**src/sv/euclid_gcd_unit_core_assert.svh**
```systemverilog
// Assertion macros shared by the gcd core.
`ifndef EUCLID_GCD_UNIT_CORE_ASSERT_SVH
`define EUCLID_GCD_UNIT_CORE_ASSERT_SVH

// Same-cycle implication, disabled during reset.
`define EGCD_ASSERT_NOW(label, ante, cons, msg) \
   label: assert property (@(posedge clock) disable iff (reset) (ante) |-> (cons)) \
      else $error(msg);

// Next-cycle implication, disabled during reset.
`define EGCD_ASSERT_NEXT(label, ante, cons, msg) \
   label: assert property (@(posedge clock) disable iff (reset) (ante) |=> (cons)) \
      else $error(msg);

`endif

```
**src/sv/egcd_pkg.sv**
```systemverilog
// Package: widths, sequencer states and control structs of the gcd core.
`default_nettype none
package egcd_pkg;
   localparam int OPERAND_BITS = 31;
   localparam int CNT_BITS     = $clog2(OPERAND_BITS + 1);

   typedef logic [OPERAND_BITS-1:0] operand_type;

   typedef enum logic [1:0] {
      ST_IDLE,
      ST_CHECK,
      ST_DIV
   } state_type;

   typedef struct packed {
      logic        start;
      operand_type dividend;
      operand_type divisor;
   } div_req_type;

   typedef struct packed {
      logic        busy;
      logic        done;
      operand_type remainder;
   } div_stat_type;
endpackage
`default_nettype wire

```
**src/sv/egcd_if.sv**
```systemverilog
// Valid/ready channel interfaces for operand and result items.
`default_nettype none
interface egcd_req_if;
   logic                  valid;
   logic                  ready;
   egcd_pkg::operand_type first_value;
   egcd_pkg::operand_type second_value;

   modport source (output valid, output first_value, output second_value, input ready);
   modport sink   (input valid, input first_value, input second_value, output ready);
endinterface

interface egcd_rsp_if;
   logic                  valid;
   logic                  ready;
   egcd_pkg::operand_type divisor_result;

   modport source (output valid, output divisor_result, input ready);
   modport sink   (input valid, input divisor_result, output ready);
endinterface
`default_nettype wire

```
**src/sv/egcd_divider.sv**
```systemverilog
// Restoring remainder unit: one quotient bit per cycle.
`default_nettype none
module egcd_divider (
   input  wire logic                   clock,
   input  wire logic                   reset,
   input  wire egcd_pkg::div_req_type  div_req,
   output egcd_pkg::div_stat_type      div_stat
);
   localparam int N = egcd_pkg::OPERAND_BITS;
   localparam int C = egcd_pkg::CNT_BITS;

   logic          busy_ff, busy_in;
   logic          done_ff, done_in;
   logic [C-1:0]  cnt_ff, cnt_in;
   logic [N-1:0]  rem_ff, rem_in;
   logic [N-1:0]  dvd_ff, dvd_in;
   logic [N-1:0]  dsr_ff, dsr_in;
   logic [N:0]    shifted;
   logic [N:0]    trial;

   always_comb begin
      shifted = {rem_ff, dvd_ff[N-1]};
      trial   = shifted - {1'b0, dsr_ff};
      busy_in = busy_ff;
      done_in = 1'b0;
      cnt_in  = cnt_ff;
      rem_in  = rem_ff;
      dvd_in  = dvd_ff;
      dsr_in  = dsr_ff;
      if (div_req.start) begin
         busy_in = 1'b1;
         cnt_in  = C'(N);
         rem_in  = '0;
         dvd_in  = div_req.dividend;
         dsr_in  = div_req.divisor;
      end else if (busy_ff) begin
         // borrow out means the trial subtraction failed: keep the shifted value
         rem_in = trial[N] ? shifted[N-1:0] : trial[N-1:0];
         dvd_in = {dvd_ff[N-2:0], 1'b0};
         cnt_in = cnt_ff - C'(1);
         if (cnt_ff == C'(1)) begin
            busy_in = 1'b0;
            done_in = 1'b1;
         end
      end
   end

   always_ff @(posedge clock) begin
      if (reset) begin
         busy_ff <= 1'b0;
         done_ff <= 1'b0;
         cnt_ff  <= '0;
      end else begin
         busy_ff <= busy_in;
         done_ff <= done_in;
         cnt_ff  <= cnt_in;
      end
      rem_ff <= rem_in;
      dvd_ff <= dvd_in;
      dsr_ff <= dsr_in;
   end

   assign div_stat.busy      = busy_ff;
   assign div_stat.done      = done_ff;
   assign div_stat.remainder = rem_ff;
endmodule
`default_nettype wire

```
**src/sv/egcd_ctrl.sv**
```systemverilog
// Euclid sequencer: holds the operand pair, drives the remainder unit, registers results.
`default_nettype none
module egcd_ctrl (
   input  wire logic                   clock,
   input  wire logic                   reset,
   egcd_req_if.sink                    req_ch,
   egcd_rsp_if.source                  rsp_ch,
   output egcd_pkg::div_req_type       div_req,
   input  wire egcd_pkg::div_stat_type div_stat
);
   egcd_pkg::state_type   state_ff, state_in;
   egcd_pkg::operand_type x_ff, x_in;
   egcd_pkg::operand_type y_ff, y_in;
   egcd_pkg::operand_type res_ff, res_in;
   logic                  sel_x_ff, sel_x_in;
   logic                  rsp_valid_ff, rsp_valid_in;

   logic x_zero, y_zero, any_zero, x_gt, out_free;
   logic accept, start, load_rsp;

   assign x_zero   = (x_ff == '0);
   assign y_zero   = (y_ff == '0);
   assign any_zero = x_zero || y_zero;
   assign x_gt     = (x_ff > y_ff);
   assign out_free = !rsp_valid_ff || rsp_ch.ready;

   // next state
   always_comb begin
      state_in = state_ff;
      unique case (state_ff)
         egcd_pkg::ST_IDLE:  if (req_ch.valid) state_in = egcd_pkg::ST_CHECK;
         egcd_pkg::ST_CHECK: begin
            if (!any_zero)     state_in = egcd_pkg::ST_DIV;
            else if (out_free) state_in = egcd_pkg::ST_IDLE;
         end
         egcd_pkg::ST_DIV:   if (div_stat.done) state_in = egcd_pkg::ST_CHECK;
         default:            state_in = egcd_pkg::ST_IDLE;
      endcase
   end

   // outputs of the state machine
   always_comb begin
      req_ch.ready = 1'b0;
      start        = 1'b0;
      load_rsp     = 1'b0;
      unique case (state_ff)
         egcd_pkg::ST_IDLE:  req_ch.ready = 1'b1;
         egcd_pkg::ST_CHECK: begin
            start    = !any_zero;
            load_rsp = any_zero && out_free;
         end
         egcd_pkg::ST_DIV:   ;
         default:            ;
      endcase
   end

   assign accept = req_ch.valid && req_ch.ready;

   assign div_req.start    = start;
   assign div_req.dividend = x_gt ? x_ff : y_ff;
   assign div_req.divisor  = x_gt ? y_ff : x_ff;

   always_comb begin
      x_in     = x_ff;
      y_in     = y_ff;
      sel_x_in = sel_x_ff;
      res_in   = res_ff;
      if (accept) begin
         x_in = req_ch.first_value;
         y_in = req_ch.second_value;
      end
      if (start) sel_x_in = x_gt;
      // the larger operand takes the remainder; on a tie the second one does
      if ((state_ff == egcd_pkg::ST_DIV) && div_stat.done) begin
         if (sel_x_ff) x_in = div_stat.remainder;
         else          y_in = div_stat.remainder;
      end
      if (load_rsp) res_in = x_zero ? y_ff : x_ff;
      if (load_rsp)          rsp_valid_in = 1'b1;
      else if (rsp_ch.ready) rsp_valid_in = 1'b0;
      else                   rsp_valid_in = rsp_valid_ff;
   end

   always_ff @(posedge clock) begin
      if (reset) begin
         state_ff     <= egcd_pkg::ST_IDLE;
         rsp_valid_ff <= 1'b0;
      end else begin
         state_ff     <= state_in;
         rsp_valid_ff <= rsp_valid_in;
      end
      x_ff     <= x_in;
      y_ff     <= y_in;
      sel_x_ff <= sel_x_in;
      res_ff   <= res_in;
   end

   assign rsp_ch.valid          = rsp_valid_ff;
   assign rsp_ch.divisor_result = res_ff;
endmodule
`default_nettype wire

```
**src/sv/euclid_gcd_unit_core.sv**
```systemverilog
// Euclid gcd core: one item at a time, each remainder step run on the bit-serial divider.
// The time from accept to result grows with the number of remainder steps.
// The next item can be accepted in the cycle after the result is registered.
// Reset: synchronous, active high; clears the sequencer, divider and result valid.
`default_nettype none
`include "euclid_gcd_unit_core_assert.svh"
module euclid_gcd_unit_core (
   input  wire logic  clock,
   input  wire logic  reset,
   egcd_req_if.sink   req_ch,
   egcd_rsp_if.source rsp_ch
);
   egcd_pkg::div_req_type  div_req;
   egcd_pkg::div_stat_type div_stat;

   egcd_ctrl u_ctrl (
      .clock    (clock),
      .reset    (reset),
      .req_ch   (req_ch),
      .rsp_ch   (rsp_ch),
      .div_req  (div_req),
      .div_stat (div_stat)
   );

   egcd_divider u_div (
      .clock    (clock),
      .reset    (reset),
      .div_req  (div_req),
      .div_stat (div_stat)
   );

   `EGCD_ASSERT_NOW(a_start_idle, div_req.start, !div_stat.busy, "divider restarted while busy")
   `EGCD_ASSERT_NEXT(a_busy_after_accept, req_ch.valid && req_ch.ready, !req_ch.ready, "item taken while busy")
   `EGCD_ASSERT_NEXT(a_no_accept_in_div, div_stat.busy, !(req_ch.valid && req_ch.ready), "item taken during division")
endmodule
`default_nettype wire

```
**src/flat_wrapper.sv**
```systemverilog
// flat-port wrapper written by rule: the top's interface ports become plain ports
module euclid_gcd_unit_core_flat 
  (clock, reset, req_ch_valid, req_ch_first_value, req_ch_second_value, req_ch_ready, rsp_ch_valid, rsp_ch_divisor_result, rsp_ch_ready);
  egcd_req_if req_ch_i ();
  egcd_rsp_if rsp_ch_i ();
  input  wire logic clock;
  input  wire logic reset;
  input wire logic [$bits(req_ch_i.valid)-1:0] req_ch_valid;
  input wire logic [$bits(req_ch_i.first_value)-1:0] req_ch_first_value;
  input wire logic [$bits(req_ch_i.second_value)-1:0] req_ch_second_value;
  output wire logic [$bits(req_ch_i.ready)-1:0] req_ch_ready;
  output wire logic [$bits(rsp_ch_i.valid)-1:0] rsp_ch_valid;
  output wire logic [$bits(rsp_ch_i.divisor_result)-1:0] rsp_ch_divisor_result;
  input wire logic [$bits(rsp_ch_i.ready)-1:0] rsp_ch_ready;
  assign req_ch_i.valid = req_ch_valid;
  assign req_ch_i.first_value = req_ch_first_value;
  assign req_ch_i.second_value = req_ch_second_value;
  assign req_ch_ready = req_ch_i.ready;
  assign rsp_ch_valid = rsp_ch_i.valid;
  assign rsp_ch_divisor_result = rsp_ch_i.divisor_result;
  assign rsp_ch_i.ready = rsp_ch_ready;
  euclid_gcd_unit_core u_core (.clock(clock), .reset(reset), .req_ch(req_ch_i), .rsp_ch(rsp_ch_i));
endmodule
```
**config.mk**
```make
export PLATFORM = sky130hd
export DESIGN_NAME = euclid_gcd_unit_core_flat
export DESIGN_NICKNAME = d
export VERILOG_FILES = /design/src/sv/egcd_pkg.sv /design/src/sv/egcd_if.sv /design/src/sv/egcd_divider.sv /design/src/sv/egcd_ctrl.sv /design/src/sv/euclid_gcd_unit_core.sv /design/src/flat_wrapper.sv
export VERILOG_INCLUDE_DIRS = /design/src /design/src/sv
export SDC_FILE = /design/constraint.sdc
export NUM_CORES = 1
export LEC_CHECK = 0
export BUFFER_PORTS_ARGS = -buffer_cell sky130_fd_sc_hd__buf_2
export CAP_MARGIN = 20
export CORE_MARGIN = 2
export CORE_UTILIZATION = 55
export DETAILED_ROUTE_END_ITERATION = 12
export GPL_TIMING_DRIVEN = 0
export HOLD_SLACK_MARGIN = 0.05
export PLACE_DENSITY = 0.78
export SLEW_MARGIN = 40
export SYNTH_ARGS = -nofsm -noshare
export SYNTH_HDL_FRONTEND = slang
export SYNTH_HIERARCHICAL = 1
export SYNTH_SLANG_ARGS = --single-unit
```
**constraint.sdc**
```tcl
create_clock -name clock -period 3.6 [get_ports clock]
set_clock_uncertainty 0.1 [all_clocks]
set_input_delay 0.72 -clock clock [delete_from_list [all_inputs] [get_ports clock]]
set_output_delay 0.72 -clock clock [all_outputs]
set_load 0.01 [all_outputs]
```
==> results.cfg <==
[status]
status = finished clean

[synth]
netlist_area_mm2 = 0.0115
syn_inst = 1134
avgSynthCellArea_um2 = 10.1
synthesis.nets = 1265
yosys_warnings = 6

[detailed_routing]
drt_wl_total_um = 31300
vias_per_cell = 6.01
vias = 9218
drc = 0
initialDrtViolationCount = 855
wl_per_cell_um = 20.4
drtAntennaViolNets = 0
drtPass1Iterations = 5

[place]
dp_hpwl_um = 23200
place_ws_ps = -510
gp_congestion = 0.952
dp_cells = 1503
place_area_mm2 = 0.0123
port_buffers = 98

[pwr]
peakVddDrop_v = 0.000458
seq_power_share = 0.361
total_power_w = 0.00939
power.leakage_nw = 5.55
p_comb_frac = 0.431
netSwitchingFraction = 0.389
p_per_area_mw_per_mm2 = 726
clkPwrFrac = 0.208
p_int_w = 0.00574
switching_power_w = 0.00365

[layout]
ff_latch_area_mm2 = 0.00488
final_area_mm2 = 0.0129
stdcell_count = 1534
final_net_count = 1382
multi_input_comb_area_mm2 = 0.00599
antenna_cells = 0
fillCellCount = 1623
syn_to_final_growth_pct = 12.7
layout-drive-gt1-share = 0.210

[worst_setup_path]
path_class = flop to flop
crit_fanout = 5
end_kind = flop
cp.required_ps = 3850
start_kind = flop
cp.arrival_ps = 3670

[min_path]
hp-class = flop to flop

[global_route]
grt_overflow = 0
grt_pass1_wl_um = 48100
groute.layer.met1.usage = 0.379
track_usage = 0.285
antenna_found_initial = 0
use_met2 = 0.451
first_global_vias = 8883
met3_usage = 0.0561
grt_busiest_layer = met2
grt_max_degree = 41

[timing]
slew_headroom = 0.442
tns_ps = 0
finalHoldViolCount = 0
tightest_slew_ps = 816
min_period_ps = 3410
drv_slew = 0
finalSetupViolCount = 0
finalCritPeriodShare = 0.949
fmax_ghz = 0.293
rsz0062_at_grt = no
finalWorstSetupSlack_ps = 185

[clock_network]
clk_pin_slew_worst_paths_ps = 70
cts_tree = done
clock_sinks = 197
cts_hold_buf = 0
htree_levels = 4
cts_root_buf = clkbuf_16
clk_latency_ps = 440
cts_resized = 4
postCtsSetupRepairBufs = 0
cts_max_path_buffers = 2
cts_made_buffers = 17

[floorplan]
io_pins = 99
coreArea_mm2 = 0.0204
die-height_um = 148
die_width_um = 148
start_util = 0.563
die_area_mm2 = 0.0220
num_rows = 52

[job]
maxCapViolations = 0
==> metrics by stage <==
step	hold WS [ps]	util
6_report	443	0.635
5_1_grt	460	0.635
4_1_cts	433	0.635
3_5_place_dp	420	0.605
3_3_place_gp	408	0.604
2_1_floorplan	368	-
==> worst max-delay path, cell delays in order, from the launching register on <==
cell       delay [ps]
dfxtp_1           380
ha_1              400
o211ai_1          120
a21oi_1           410
o21ba_2           240
o21ai_1           110
a2111oi_0         780
o211ai_1          260
xnor2_1           190
mux2i_1            90
a211oi_1          230
==> final timing paths <==
check,slack [ps],to,startpoint,cells past startpoint
max reg2reg,190,u_core/u_div/rem_ff[25],u_core/u_div/rem_ff[1],10
min,440,u_core/u_div/rem_ff[22],u_core/u_div/rem_ff[22],2
max,190,u_core/u_div/rem_ff[25],u_core/u_div/rem_ff[1],10
min reg2reg,440,u_core/u_div/rem_ff[22],u_core/u_div/rem_ff[22],2
==> layout make-up <==
cell class                 instances  share of cell area
timing repair buffer              99              0.0391
tap                              270              0.0261
sequential                       197               0.378
clock inverter                    14              0.0125
clock buffer                      18              0.0340
multi-input combinational        805               0.463
inverter                          79              0.0235
buffer                            52              0.0243
==> power by group through the flow <==
stage / Clock (W) / Sequential (W) / Combinational (W)
5_1_grt: 0.00205 / 0.00343 / 0.00437
3_5_place_dp: 0 / 0.00341 / 0.00394
4_1_cts: 0.00197 / 0.00336 / 0.00398
6_report: 0.00195 / 0.00339 / 0.00405
2_1_floorplan: 0 / 0.00316 / 0.00322
3_3_place_gp: 0 / 0.00339 / 0.00386
==> flip-flops by register name (all words and copies together) (netlist names) <==
| signal | flops |
|---|---|
| u_core/u_ctrl/rsp_ch.divisor_result | 31 |
| u_core/u_ctrl/rsp_ch.valid | 1 |
| u_core/u_ctrl/sel_x_ff | 1 |
| u_core/u_ctrl/state_ff | 2 |
| u_core/u_ctrl/x_ff | 31 |
| u_core/u_ctrl/y_ff | 31 |
| u_core/u_div/busy_ff | 1 |
| u_core/u_div/cnt_ff | 5 |
| u_core/u_div/done_ff | 1 |
| u_core/u_div/dsr_ff | 31 |
| u_core/u_div/dvd_ff | 31 |
| u_core/u_div/rem_ff | 31 |
==> layout by cell type, fill, tap and decap left out, types with 12 or more instances in the layout <==
master / count
inv_1: 77
nand2_1: 85
clkbuf_1: 25
clkbuf_16: 17
dfxtp_1: 103
nand4_1: 12
a21oi_1: 115
mux2_2: 33
xnor2_1: 23
nor2_1: 104
ha_1: 64
o21ai_0: 52
buf_2: 106
a21o_1: 41
a211oi_1: 24
mux2_4: 59
o21ai_1: 21
nor4_1: 16
mux2i_1: 56
edfxtp_1: 94
==> metal layers <==
layer  up-vias  routed length [µm]
met5         -                   0
met4         0                1120
met3        72                2500
met2       435               14300
met1      4397               13300
li1       4314                   -
Note: power is estimated with default switching activity, not from simulation.
